==> src/rtl/i2c_register_burst_master_top_macros.svh <==
// Assertion macros for the I2C register burst master.
// Expects clk and rst_n in the scope of each use; depends on nothing else.
`ifndef I2C_REGISTER_BURST_MASTER_TOP_MACROS_SVH
`define I2C_REGISTER_BURST_MASTER_TOP_MACROS_SVH

// same-cycle implication
`define I2CRBM_ASSERT_IMP(lbl, ante, cons, msg) \
    lbl: assert property (@(posedge clk) disable iff (!rst_n) (ante) |-> (cons)) \
        else $error(msg);

// next-cycle implication
`define I2CRBM_ASSERT_NXT(lbl, ante, cons, msg) \
    lbl: assert property (@(posedge clk) disable iff (!rst_n) (ante) |=> (cons)) \
        else $error(msg);

`endif

==> src/rtl/i2crbm_pkg.sv <==
// Shared types and constants of the I2C register burst master.
// Request, result and configuration structs, action and configuration codes and reset values; no dependencies.
`default_nettype none

package i2crbm_pkg;

    localparam int CFG_IDX_W  = 2;
    localparam int CFG_DATA_W = 10;

    localparam logic [CFG_IDX_W-1:0] CFG_SETUP_TICKS    = 2'd0;
    localparam logic [CFG_IDX_W-1:0] CFG_HIGH_TICKS     = 2'd1;
    localparam logic [CFG_IDX_W-1:0] CFG_HOLD_TICKS     = 2'd2;
    localparam logic [CFG_IDX_W-1:0] CFG_ACK_POLL_LIMIT = 2'd3;

    localparam logic [9:0] SETUP_TICKS_RST    = 10'd2;
    localparam logic [9:0] HIGH_TICKS_RST     = 10'd5;
    localparam logic [9:0] HOLD_TICKS_RST     = 10'd3;
    localparam logic [7:0] ACK_POLL_LIMIT_RST = 8'd50;

    localparam logic [1:0] ACT_TICK  = 2'd0;
    localparam logic [1:0] ACT_PUSH  = 2'd1;
    localparam logic [1:0] ACT_WRITE = 2'd2;
    localparam logic [1:0] ACT_READ  = 2'd3;

    typedef struct packed {
        logic [1:0] action;
        logic [6:0] device_addr;
        logic [7:0] reg_addr;
        logic [4:0] byte_count;
        logic [7:0] write_byte;
        logic       sda_sample;
    } in_t;

    typedef struct packed {
        logic       scl_level;
        logic       sda_level;
        logic       sda_enable;
        logic [7:0] read_byte;
        logic       read_valid;
        logic       read_last;
        logic       busy_res;
        logic       done_res;
        logic       ack_error;
    } out_t;

    typedef struct packed {
        logic [9:0] setup_ticks;
        logic [9:0] high_ticks;
        logic [9:0] hold_ticks;
        logic [7:0] ack_poll_limit;
    } cfg_t;

endpackage

`default_nettype wire

==> src/rtl/i2crbm_core.sv <==
// Bus sequencer of the I2C register burst master: one tick per step.
// Holds the phase machine and the write byte buffer; uses i2crbm_pkg.
`default_nettype none

module i2crbm_core #(
    parameter int BURST_DEPTH = 16
) (
    input  wire                logic clk,
    input  wire                logic rst_n,
    input  wire                logic step,
    input  i2crbm_pkg::in_t    item,
    input  i2crbm_pkg::cfg_t   cfg,
    output i2crbm_pkg::out_t   res
);

    localparam int CNT_W = $clog2(BURST_DEPTH + 1);
    localparam int IDX_W = (BURST_DEPTH > 1) ? $clog2(BURST_DEPTH) : 1;
    localparam int LEN_W = (CNT_W > 5) ? CNT_W : 5;

    typedef enum logic [4:0] {
        P_IDLE, P_START_A, P_START_B, P_TX_SETUP, P_TX_HIGH, P_TX_HOLD,
        P_ACK_SETTLE, P_ACK_POLL, P_ACK_GAP, P_ACK_HIGH,
        P_RX_LOW, P_RX_HIGH, P_MA_LOW, P_MA_HIGH,
        P_STOP_A, P_STOP_B, P_STOP_C
    } phase_t;

    typedef enum logic [1:0] {
        ST_DEV, ST_REG, ST_RADDR, ST_DATA
    } stage_t;

    phase_t           phase_reg, phase_next;
    stage_t           stage_reg, stage_next;
    logic [9:0]       tick_reg, tick_next;
    logic [3:0]       bit_reg, bit_next;
    logic [CNT_W-1:0] byte_reg, byte_next;
    logic [7:0]       shift_reg, shift_next;
    logic [7:0]       poll_reg, poll_next;
    logic [CNT_W-1:0] fill_reg, fill_next;
    logic [6:0]       dev_reg, dev_next;
    logic [7:0]       regaddr_reg, regaddr_next;
    logic [CNT_W-1:0] len_reg, len_next;
    logic             read_mode_reg, read_mode_next;
    logic             abort_reg, abort_next;

    logic [7:0]       wbuf_mem [BURST_DEPTH];
    logic [7:0]       mem_rd_reg;
    logic [IDX_W-1:0] rd_addr;
    logic [CNT_W:0]   rd_sum;
    logic             mem_we;
    logic [IDX_W-1:0] mem_waddr;

    logic [9:0]       dur;
    logic             timed;
    logic             tx_bit;

    always_comb
    begin
        rd_sum = (CNT_W+1)'(byte_reg) + (CNT_W+1)'(1);
        if (stage_reg == ST_DATA && rd_sum < (CNT_W+1)'(BURST_DEPTH))
        begin
            rd_addr = IDX_W'(rd_sum);
        end
        else
        begin
            rd_addr = '0;
        end
    end

    always_comb
    begin
        phase_next     = phase_reg;
        stage_next     = stage_reg;
        tick_next      = tick_reg;
        bit_next       = bit_reg;
        byte_next      = byte_reg;
        shift_next     = shift_reg;
        poll_next      = poll_reg;
        fill_next      = fill_reg;
        dev_next       = dev_reg;
        regaddr_next   = regaddr_reg;
        len_next       = len_reg;
        read_mode_next = read_mode_reg;
        abort_next     = abort_reg;
        mem_we         = 1'b0;
        mem_waddr      = IDX_W'(fill_reg);
        timed          = 1'b1;
        dur            = 10'd1;
        res            = '0;
        res.scl_level  = 1'b1;
        res.sda_level  = 1'b1;
        res.sda_enable = 1'b1;

        if (phase_reg == P_IDLE)
        begin
            if (item.action == i2crbm_pkg::ACT_PUSH)
            begin
                if (fill_reg < CNT_W'(BURST_DEPTH))
                begin
                    mem_we    = 1'b1;
                    fill_next = fill_reg + CNT_W'(1);
                end
            end
            else if (item.action == i2crbm_pkg::ACT_WRITE ||
                     item.action == i2crbm_pkg::ACT_READ)
            begin
                dev_next     = item.device_addr;
                regaddr_next = item.reg_addr;
                if (LEN_W'(item.byte_count) > LEN_W'(BURST_DEPTH))
                begin
                    len_next = CNT_W'(BURST_DEPTH);
                end
                else
                begin
                    len_next = CNT_W'(item.byte_count);
                end
                read_mode_next = (item.action == i2crbm_pkg::ACT_READ);
                if (item.action == i2crbm_pkg::ACT_WRITE)
                begin
                    fill_next = '0;
                end
                byte_next  = '0;
                poll_next  = '0;
                abort_next = 1'b0;
                stage_next = ST_DEV;
                phase_next = P_START_A;
                tick_next  = '0;
            end
        end

        res.busy_res = (phase_next != P_IDLE);
        tx_bit       = shift_next[7];

        case (phase_next)
            P_START_A:
            begin
                res.scl_level = 1'b1;
                res.sda_level = 1'b1;
            end
            P_START_B:
            begin
                res.scl_level = 1'b1;
                res.sda_level = 1'b0;
            end
            P_TX_SETUP, P_TX_HOLD:
            begin
                res.scl_level = 1'b0;
                res.sda_level = tx_bit;
            end
            P_TX_HIGH:
            begin
                res.scl_level = 1'b1;
                res.sda_level = tx_bit;
            end
            P_ACK_SETTLE, P_ACK_POLL, P_ACK_GAP, P_RX_LOW:
            begin
                res.scl_level  = 1'b0;
                res.sda_enable = 1'b0;
            end
            P_ACK_HIGH, P_RX_HIGH:
            begin
                res.scl_level  = 1'b1;
                res.sda_enable = 1'b0;
            end
            P_MA_LOW, P_MA_HIGH:
            begin
                res.scl_level = (phase_next == P_MA_HIGH);
                res.sda_level = ((CNT_W+1)'(byte_next) + (CNT_W+1)'(1))
                                >= (CNT_W+1)'(len_next);
            end
            P_STOP_A:
            begin
                res.scl_level = 1'b0;
                res.sda_level = 1'b0;
            end
            P_STOP_B:
            begin
                res.scl_level = 1'b1;
                res.sda_level = 1'b0;
            end
            default:
            begin
                res.scl_level = 1'b1;
                res.sda_level = 1'b1;
            end
        endcase

        if (phase_next == P_IDLE)
        begin
            timed = 1'b0;
        end
        else if (phase_next == P_ACK_POLL)
        begin
            timed = 1'b0;
            if (!item.sda_sample)
            begin
                phase_next = P_ACK_HIGH;
                tick_next  = '0;
            end
            else if (poll_next >= cfg.ack_poll_limit)
            begin
                abort_next = 1'b1;
                phase_next = P_STOP_A;
                tick_next  = '0;
            end
            else
            begin
                poll_next  = poll_next + 8'd1;
                phase_next = P_ACK_GAP;
                tick_next  = '0;
            end
        end
        else if (phase_next == P_RX_HIGH && tick_next == 10'd0)
        begin
            shift_next = {shift_next[6:0], item.sda_sample};
            if (bit_next == 4'd7)
            begin
                res.read_valid = 1'b1;
                res.read_byte  = shift_next;
                res.read_last  = ((CNT_W+1)'(byte_next) + (CNT_W+1)'(1))
                                 >= (CNT_W+1)'(len_next);
            end
        end

        case (phase_next)
            P_TX_SETUP: dur = (cfg.setup_ticks == 10'd0) ? 10'd1 : cfg.setup_ticks;
            P_TX_HOLD:  dur = (cfg.hold_ticks == 10'd0) ? 10'd1 : cfg.hold_ticks;
            default:    dur = (cfg.high_ticks == 10'd0) ? 10'd1 : cfg.high_ticks;
        endcase

        if (timed)
        begin
            if ((11'(tick_next) + 11'd1) < 11'(dur))
            begin
                tick_next = tick_next + 10'd1;
            end
            else
            begin
                tick_next = '0;
                case (phase_next)
                    P_START_A: phase_next = P_START_B;
                    P_START_B:
                    begin
                        shift_next = {dev_next, (stage_next == ST_RADDR)};
                        bit_next   = '0;
                        phase_next = P_TX_SETUP;
                    end
                    P_TX_SETUP: phase_next = P_TX_HIGH;
                    P_TX_HIGH:  phase_next = P_TX_HOLD;
                    P_TX_HOLD:
                    begin
                        shift_next = {shift_next[6:0], 1'b0};
                        bit_next   = bit_next + 4'd1;
                        phase_next = (bit_next >= 4'd8) ? P_ACK_SETTLE : P_TX_SETUP;
                    end
                    P_ACK_SETTLE:
                    begin
                        poll_next  = '0;
                        phase_next = P_ACK_POLL;
                    end
                    P_ACK_GAP: phase_next = P_ACK_POLL;
                    P_ACK_HIGH:
                    begin
                        case (stage_next)
                            ST_DEV:
                            begin
                                stage_next = ST_REG;
                                shift_next = regaddr_next;
                                bit_next   = '0;
                                phase_next = P_TX_SETUP;
                            end
                            ST_REG:
                            begin
                                if (read_mode_next)
                                begin
                                    stage_next = ST_RADDR;
                                    phase_next = P_START_A;
                                end
                                else if (len_next != '0)
                                begin
                                    stage_next = ST_DATA;
                                    byte_next  = '0;
                                    shift_next = mem_rd_reg;
                                    bit_next   = '0;
                                    phase_next = P_TX_SETUP;
                                end
                                else
                                begin
                                    phase_next = P_STOP_A;
                                end
                            end
                            ST_RADDR:
                            begin
                                byte_next = '0;
                                if (len_next != '0)
                                begin
                                    shift_next = '0;
                                    bit_next   = '0;
                                    phase_next = P_RX_LOW;
                                end
                                else
                                begin
                                    phase_next = P_STOP_A;
                                end
                            end
                            default:
                            begin
                                byte_next = byte_next + CNT_W'(1);
                                if (byte_next < len_next &&
                                    byte_next < CNT_W'(BURST_DEPTH))
                                begin
                                    shift_next = mem_rd_reg;
                                    bit_next   = '0;
                                    phase_next = P_TX_SETUP;
                                end
                                else
                                begin
                                    phase_next = P_STOP_A;
                                end
                            end
                        endcase
                    end
                    P_RX_LOW: phase_next = P_RX_HIGH;
                    P_RX_HIGH:
                    begin
                        bit_next   = bit_next + 4'd1;
                        phase_next = (bit_next >= 4'd8) ? P_MA_LOW : P_RX_LOW;
                    end
                    P_MA_LOW: phase_next = P_MA_HIGH;
                    P_MA_HIGH:
                    begin
                        byte_next = byte_next + CNT_W'(1);
                        if (byte_next < len_next)
                        begin
                            shift_next = '0;
                            bit_next   = '0;
                            phase_next = P_RX_LOW;
                        end
                        else
                        begin
                            phase_next = P_STOP_A;
                        end
                    end
                    P_STOP_A: phase_next = P_STOP_B;
                    P_STOP_B: phase_next = P_STOP_C;
                    default:
                    begin
                        res.done_res  = 1'b1;
                        res.ack_error = abort_next;
                        abort_next    = 1'b0;
                        phase_next    = P_IDLE;
                    end
                endcase
            end
        end
    end

    always_ff @(posedge clk)
    begin
        if (step && mem_we)
        begin
            wbuf_mem[mem_waddr] <= item.write_byte;
        end
        mem_rd_reg <= wbuf_mem[rd_addr];
    end

    always_ff @(posedge clk or negedge rst_n)
    begin
        if (!rst_n)
        begin
            phase_reg     <= P_IDLE;
            stage_reg     <= ST_DEV;
            tick_reg      <= '0;
            bit_reg       <= '0;
            byte_reg      <= '0;
            shift_reg     <= '0;
            poll_reg      <= '0;
            fill_reg      <= '0;
            dev_reg       <= '0;
            regaddr_reg   <= '0;
            len_reg       <= '0;
            read_mode_reg <= 1'b0;
            abort_reg     <= 1'b0;
        end
        else if (step)
        begin
            phase_reg     <= phase_next;
            stage_reg     <= stage_next;
            tick_reg      <= tick_next;
            bit_reg       <= bit_next;
            byte_reg      <= byte_next;
            shift_reg     <= shift_next;
            poll_reg      <= poll_next;
            fill_reg      <= fill_next;
            dev_reg       <= dev_next;
            regaddr_reg   <= regaddr_next;
            len_reg       <= len_next;
            read_mode_reg <= read_mode_next;
            abort_reg     <= abort_next;
        end
    end

endmodule

`default_nettype wire

==> src/rtl/i2c_register_burst_master_top.sv <==
// Top level of the I2C register burst master: handshakes, configuration, result buffer.
// Instantiates i2crbm_core; uses i2crbm_pkg and i2c_register_burst_master_top_macros.svh.
`default_nettype none

// Bit-banged I2C master for register bursts. Each request is one timing tick and
// yields one result that carries the SCL and SDA levels for that tick, any received
// byte and the busy, done and error flags. One request is taken every clock cycle
// while the skid slot is empty. A two-entry result buffer, an output slot and a
// skid slot, lets one more request be taken while the result side stalls. Write
// configuration only while idle. Push the write bytes before a write burst begins.
`include "i2c_register_burst_master_top_macros.svh"

module i2c_register_burst_master_top #(
    parameter int BURST_DEPTH = 16
) (
    input  wire                                   logic clk,
    input  wire                                   logic rst_n,
    input  wire                                   logic in_valid,
    output logic                                  in_ready,
    input  i2crbm_pkg::in_t                       in_data,
    output logic                                  out_valid,
    input  wire                                   logic out_ready,
    output i2crbm_pkg::out_t                      out_data,
    input  wire                                   logic cfg_we,
    input  wire logic [i2crbm_pkg::CFG_IDX_W-1:0]  cfg_index,
    input  wire logic [i2crbm_pkg::CFG_DATA_W-1:0] cfg_data
);

    i2crbm_pkg::cfg_t cfg_reg;
    i2crbm_pkg::out_t res;
    i2crbm_pkg::out_t out_reg;
    i2crbm_pkg::out_t skid_reg;
    logic             out_valid_reg;
    logic             skid_valid_reg;
    logic             step;
    logic             out_free;

    assign in_ready  = !skid_valid_reg;
    assign step      = in_valid && in_ready;
    assign out_free  = !out_valid_reg || out_ready;
    assign out_valid = out_valid_reg;
    assign out_data  = out_reg;

    i2crbm_core #(
        .BURST_DEPTH(BURST_DEPTH)
    ) u_core (
        .clk  (clk),
        .rst_n(rst_n),
        .step (step),
        .item (in_data),
        .cfg  (cfg_reg),
        .res  (res)
    );

    always_ff @(posedge clk or negedge rst_n)
    begin
        if (!rst_n)
        begin
            cfg_reg.setup_ticks    <= i2crbm_pkg::SETUP_TICKS_RST;
            cfg_reg.high_ticks     <= i2crbm_pkg::HIGH_TICKS_RST;
            cfg_reg.hold_ticks     <= i2crbm_pkg::HOLD_TICKS_RST;
            cfg_reg.ack_poll_limit <= i2crbm_pkg::ACK_POLL_LIMIT_RST;
        end
        else if (cfg_we)
        begin
            case (cfg_index)
                i2crbm_pkg::CFG_SETUP_TICKS:    cfg_reg.setup_ticks    <= cfg_data;
                i2crbm_pkg::CFG_HIGH_TICKS:     cfg_reg.high_ticks     <= cfg_data;
                i2crbm_pkg::CFG_HOLD_TICKS:     cfg_reg.hold_ticks     <= cfg_data;
                i2crbm_pkg::CFG_ACK_POLL_LIMIT: cfg_reg.ack_poll_limit <= cfg_data[7:0];
                default:                        cfg_reg <= cfg_reg;
            endcase
        end
    end

    // hold stalled results in order: output slot first, then skid slot
    always_ff @(posedge clk or negedge rst_n)
    begin
        if (!rst_n)
        begin
            out_valid_reg  <= 1'b0;
            skid_valid_reg <= 1'b0;
        end
        else if (out_free)
        begin
            if (skid_valid_reg)
            begin
                out_valid_reg  <= 1'b1;
                skid_valid_reg <= 1'b0;
            end
            else
            begin
                out_valid_reg <= step;
            end
        end
        else if (step)
        begin
            skid_valid_reg <= 1'b1;
        end
    end

    always_ff @(posedge clk)
    begin
        if (out_free)
        begin
            if (skid_valid_reg)
            begin
                out_reg <= skid_reg;
            end
            else if (step)
            begin
                out_reg <= res;
            end
        end
        else if (step)
        begin
            skid_reg <= res;
        end
    end

    `I2CRBM_ASSERT_IMP(a_skid_behind_out, skid_valid_reg, out_valid_reg, "skid full with empty output slot")
    `I2CRBM_ASSERT_NXT(a_stall_to_skid, step && !out_free, skid_valid_reg, "stalled request result lost")
    `I2CRBM_ASSERT_IMP(a_err_with_done, out_valid_reg && out_reg.ack_error, out_reg.done_res, "ack error without done")
    `I2CRBM_ASSERT_IMP(a_last_with_valid, out_valid_reg && out_reg.read_last, out_reg.read_valid, "read last without read valid")

endmodule

`default_nettype wire
==> config.mk <==
export PLATFORM = sky130hd
export DESIGN_NAME = i2c_register_burst_master_top
export DESIGN_NICKNAME = d
export VERILOG_FILES = /design/src/rtl/i2crbm_pkg.sv /design/src/rtl/i2crbm_core.sv /design/src/rtl/i2c_register_burst_master_top.sv
export VERILOG_INCLUDE_DIRS = /design/src /design/src/rtl
export SDC_FILE = /design/constraint.sdc
export NUM_CORES = 1
export LEC_CHECK = 0
export BUFFER_PORTS_ARGS = -buffer_cell sky130_fd_sc_hd__buf_2
export CAP_MARGIN = 20
export CORE_MARGIN = 2
export CORE_UTILIZATION = 50
export CTS_BUF_LIST = sky130_fd_sc_hd__clkbuf_4
export DETAILED_ROUTE_END_ITERATION = 10
export PLACE_DENSITY = 0.69
export SLEW_MARGIN = 5
export SYNTH_ARGS = -nofsm -noshare
export SYNTH_HDL_FRONTEND = slang
export SYNTH_HIERARCHICAL = 1
export SYNTH_SLANG_ARGS = --single-unit
==> constraint.sdc <==
create_clock -name clk -period 12.1 [get_ports clk]
set_clock_uncertainty 0.2 [all_clocks]
set_input_delay 2.42 -clock clk [delete_from_list [all_inputs] [get_ports clk]]
set_output_delay 2.42 -clock clk [all_outputs]
set_load 0.03 [all_outputs]
# Yosys cells after proc, flatten, opt, wreduce, memory -nomap -nowiden
# Memory sizes are Yosys's and may differ from the RTL's. A register that Yosys moved wholly into a read port is not among the register bits.
# Index checks and enable logic that the tools add are counted.
[totals]
mem_bits_rw = 128
rom_bits = 0
inputBits = 48
memories = 1
latchBits = 0
ff_bits = 141
elab_cells = 264
output_inout_bits = 18
[memory_table]
columns = ["name", "depth", "word_bits", "rd", "rd_clocked_by_memory_dff", "write_ports", "line", "source"]
rows = [
  ["u_core.wbuf_mem", 16, 8, 1, 1, 1, "i2crbm_core.sv:45", "logic [7:0] wbuf_mem [BURST_DEPTH];"],
]
[op_classes]
n_mux = 125
n_shift = 0
order_cmp = 9
n_mul = 0
n_addsub = 8
n_reduce_logical = 40
n_eq_ne = 42
n_div = 0
n_bitwise = 2
[ops]
columns = ["op", "n"]
rows = [
  ["$mux 8", 23],
  ["$mux 10", 14],
  ["$mux 5", 24],
  ["$eq 5x4->1 const B", 16],
  ["$pmux 5 s13", 1],
  ["$logic_not 10->1", 4],
  ["$eq 5x3->1 const B", 7],
  ["$mux 16", 2],
  ["$pmux 8 s4", 1],
  ["$pmux 5 s3", 2],
  ["$mux 4", 7],
  ["$mux 1", 24],
  ["$pmux 8 s3", 1],
  ["$mux 2", 11],
  ["$mux 7", 3],
  ["$eq 5x2->1 const B", 4],
  ["$pmux 10 s2", 1],
  ["$pmux 4 s4", 1],
  ["$mux 3", 5],
  ["$reduce_or 14->1", 1],
  ["$add 5x1->6 const B", 2],
  ["$eq 2x2->1 const B", 6],
  ["$pmux 4 s3", 1],
  ["$reduce_and 2->1", 6],
  ["39 further kinds", 59],
]

# Logic depth before layout (Yosys ltp)
[logic_depth]
depth_word = 17
depth_mapped = 24
depth_no_buf = 20

# Cells and area by module
# The synthesis kept the hierarchy.
[by_module_without_submodules]
columns = ["module", "n_inst", "area_per_inst_um2", "cells_each", "seq_area_each_um2"]
rows = [
  ["i2crbm_core", 1, 11399.7, 1085, 5730.5],
  ["i2c_register_burst_master_top", 1, 2777.7, 143, 1971.9],
]

# Least setup slack after synthesis
# No wires, ideal clock.
[synth_timing]
path_kind = "input to register"
startpoint = "input in_data[30] (netlist bit)"
endpoint = "register u_core.bit_reg[0]"
cell_stages = 23
required_time_ns = 11.775
setup_slack_ns = 4.446
n_path_buf = 4
arrival_ns = 7.329
path_cell_list = "inv_1 > ha_1 > o21bai_1 > or4_1 > buf_4 > clkbuf_1 > buf_1 > clkbuf_1 > and3_1 > ha_1 > nand3_1 > nor2_1 > and3_1 > xnor2_1 > nor2_1 > ha_1 > and3_1 > nand3_1 > a211o_1 > o31ai_4 > o311ai_4 > or4_4 > mux2_4"
[synth_via]
elab_chain_cells = 15
elab_cells_between_ends = 64
[synth_lines]
columns = ["element", "line", "source"]
rows = [
  ["from (decl)", "i2c_register_burst_master_top.sv:20", "input i2crbm_pkg::in_t in_data,"],
  ["$eq 2x2->1, on equally long branches", "i2crbm_core.sv:103, i2crbm_core.sv:104, i2crbm_core.sv:116", ""],
  ["$logic_or 1x1->1", "i2crbm_core.sv:103", "else if (item.action == i2crbm_pkg::ACT_WRITE ||"],
  ["$mux 8", "i2crbm_core.sv:103", ""],
  ["$mux 8", "i2crbm_core.sv:95", "if (item.action == i2crbm_pkg::ACT_PUSH)"],
  ["$mux 8", "i2crbm_core.sv:93", "if (phase_reg == P_IDLE)"],
  ["$ge 8x8->1", "i2crbm_core.sv:199", "else if (poll_next >= cfg.ack_poll_limit)"],
  ["$mux 3", "i2crbm_core.sv:199", ""],
  ["$mux 5", "i2crbm_core.sv:194", "if (!item.sda_sample)"],
  ["$mux 5", "i2crbm_core.sv:191", "else if (phase_next == P_ACK_POLL)"],
  ["$mux 5", "i2crbm_core.sv:187", "if (phase_next == P_IDLE)"],
  ["$eq 5x3->1 / $eq 5x2->1 (equally long branches)", "i2crbm_core.sv:224, i2crbm_core.sv:239", ""],
  ["$pmux 10 s2", "i2crbm_core.sv:224", "case (phase_next)"],
  ["$lt 11x10->1", "i2crbm_core.sv:232", "if ((11'(tick_next) + 11'd1) < 11'(dur))"],
  ["$not 1->1 (no source line)", "-", ""],
  ["$reduce_and 7->1 (no source line)", "-", ""],
  ["to (signal assigned)", "i2crbm_core.sv:389", "bit_reg <= bit_next;"],
  ["to (decl)", "i2crbm_core.sv:34", "logic [3:0] bit_reg, bit_next;"],
]
# Parallel ways exist; a longest one is shown, timed or not. The select of a mux whose other input is x is not followed.
# A chain may end at the register's enable or synchronous reset.

# Worst setup path after layout
# Same ends and word-level chain as after synthesis.

==> flow_summary.yaml <==
sta:
  final_hold_viol_count: 0
  max_slew_margin: 0.282
  worst_hold_slack_ns: 0.285
  max_clock_freq_ghz: 0.140
  tightest_slew_ns: 1.06
  setup_viol: 0
  rsz0062_at_grt: "false"
  fin_crit_sh: 0.590
  setup_tns_ns: 0
  fin_crit_ns: 7.14
  maxSlewViolCount: 0
cts:
  postCtsHoldBufs: 0
  clockRootBuffer: "clkbuf_4"
  clk_pin_slew_worst_paths_ns: 0.06
  htreeDepth: 3
  clk_latency_ns: 0.70
  cts_setup_buffers: 0
  cts_tree: "yes"
  cts_buffer_depth: 3
  cts_resized: 0
  cts_made_buffers: 76
  clock_sinks: 277
global_route:
  antenna_found_initial: 3
  grt_pass1_vias: 10430
  grt_pass1_wl_um: 55900
  overflow: 0
  track_usage: 0.242
  grt_start_max_net_pins: 57
final_layout:
  post-route-cell-area_um2: 15900
  largest_register_ffs: 128
  instances_no_fill: 1761
  drive_gt1_frac: 0.229
  num-nets-final: 1409
  area_growth_pct: 11.9
hold_path:
  hold_start: "u_core/fill_reg[4]$_DFFE_PN0P_"
  hp-class: "flip-flop to flip-flop"
outcome:
  status: "completed"
setup_path:
  cp.arrival_ns: 7.51
  critical_path_required_ns: 12.47
  endpoint_kind: "flip-flop"
  regToRegSetupSlack_ns: 6.17
  crit_type: "input pin to flip-flop"
  crit_fanout: 16
  cp-startpoint: "in_data[30]"
  r2r-start: "u_core/phase_reg[2]$_DFFE_PN0P_"
  startpoint_type: "input pin"
yosys:
  synth_area_um2: 14200
  async_flop_share: 0.394
  synth_edf_count: 160
  yosysTopAreaCell: "edfxtp_1"
  synth.distinct_cells: 88
  synth_flop_cell: "edfxtp_1"
  synth_area_leaders: "edfxtp_1, dfrtp_1, mux2_2"
  ys_seq_area_frac: 0.543
  synth_seq_cells: 277
  syn_inst: 1228
  synthTopCellsByCount: "edfxtp_1, nand2_1, dfrtp_1"
  yosysMostFrequentCell: "edfxtp_1"
  synth_top_area_share: 0.339
  syn_nets: 1314
  avgSynthCellArea_um2: 11.5
  yosysWarningCount: 6
die:
  die_w_um: 172
  dieArea_um2: 29700
  pin_count: 66
  num_rows: 61
  die_h_um: 172
  initial_core_util: 0.509
  core_um2: 27900
route:
  ant_nets: 0
  vias_per_cell: 6.00
  dr.pass1.iters: 5
  vias: 10566
  routed_wl_um: 35100
  drtIter0Drc: 1098
  detail_route.wl_per_cell_um: 19.9
  drc: 0
power:
  total_power_mw: 3.04
  ir_worst_vdd_uv: 91.6
  powerDensity_nw_per_um2: 192
  p_leak_nw: 6.33
placed_design:
  placedCellCount: 1623
  gp_congestion: 0.877
  hpwlAfterDp_um: 23300
  place_area_um2: 14900
  portBuffers: 65
flow_run:
  maxCapViolations: 0
-- layout by cell type (no fill, tap or decap), types with 7 or more instances in the layout --
cell       synthesis  routed
a31oi_1           14      14
mux2_4            22      22
a211o_1            9       9
dfrtp_1          101     101
xor2_1             7       7
nand3_1           43      43
nor3_1            32      30
o21ai_0           34      34
a21oi_1           60      60
a22o_1            20      20
xnor2_1            8       8
or3_1             15      15
o22ai_1           11      11
a221oi_1          12      12
buf_2              4      64
dfstp_2            8       8
mux2i_1           47      47
mux2_2            56      56
nand2b_1          14      14
dfxtp_1            8       8
and3_1            14      14
nand2_1          102     102
ha_1              38      38
o211ai_1          22      22
and2_1            14      14
a22oi_1           12      12
o221ai_1          19      19
nor2_1            75      75
clkbuf_4           0     116
o2bb2ai_1         10      10
buf_4              1      21
nor4_1            14      14
inv_1             42      42
edfxtp_1         160     160
clkinv_1           1      13
-- cell families after synthesis --
family	after synthesis	share of synthesized area
AO/OA/AOI/OAI	293	0.151
XOR/XNOR	15	0.00927
adder cells (fa/ha/maj)	38	0.0335
buffers and inverters	111	0.0321
flip-flops	277	0.543
multiplexers	125	0.101
AND/OR/NAND/NOR	369	0.130
-- worst paths after layout --
path	cells past startpoint	end
min reg2reg	1	u_core/fill_reg[4]$_DFFE_PN0P_
min	1	u_core/fill_reg[4]$_DFFE_PN0P_
max reg2reg	18	u_core/bit_reg[0]$_DFFE_PN0P_
max in group asynchronous	2	u_core/len_reg[4]$_DFFE_PN0P_
max	21	u_core/bit_reg[0]$_DFFE_PN0P_
min in group asynchronous	1	cfg_reg[16]$_DFFE_PN0P_
-- routing by layer --
layer / wire [um] / share of wire / up-vias / GRT usage
met5: 16 / 0.00046 / - / 0
met4: 972 / 0.028 / 2 / 0.0921
met3: 2140 / 0.061 / 79 / 0.0414
met2: 16700 / 0.48 / 438 / 0.397
met1: 15200 / 0.43 / 5120 / 0.323
li1: - / - / 4927 / -
-- cell type report --
class / count / area [um^2]
clock buffer: 116 / 871
tap: 378 / 473
antenna: 3 / 7.51
inverter: 43 / 161
fill: 2365 / 12000
multi-input combinational: 840 / 6050
clock inverter: 19 / 121
timing repair buffer: 85 / 478
sequential: 277 / 7700
-- critical path, stage by stage --
cell and delay, ns:
buf_2 0.14, inv_1 0.07, ha_1 0.27, o21bai_1 0.31
or4_1 0.57, nand2_2 0.23, nor2_1 0.07, ha_1 0.21
nand3_1 0.13, nor2_1 0.08, and3_1 0.19, xnor2_1 0.13
nor2_1 0.07, ha_1 0.30, and3_1 0.17, nand3_1 0.14
a211o_1 0.29, o31ai_4 0.43, o311ai_4 0.31, or4_4 0.67
mux2_4 0.31
-- power by group --
group / internal, mW / switching, mW
combinational: 0.363 / 0.569
clock: 0.460 / 0.393
sequential: 1.13 / 0.129
total: 1.95 / 1.09
-- through the flow --
stage	util	setup WS [ns]
2_1_floorplan	-	4.45
3_3_place_gp	0.534	4.42
3_5_place_dp	0.534	4.30
4_1_cts	0.569	5.07
5_1_grt	0.569	4.64
6_report	0.570	4.96
Note: power is estimated with default switching activity, not from simulation.
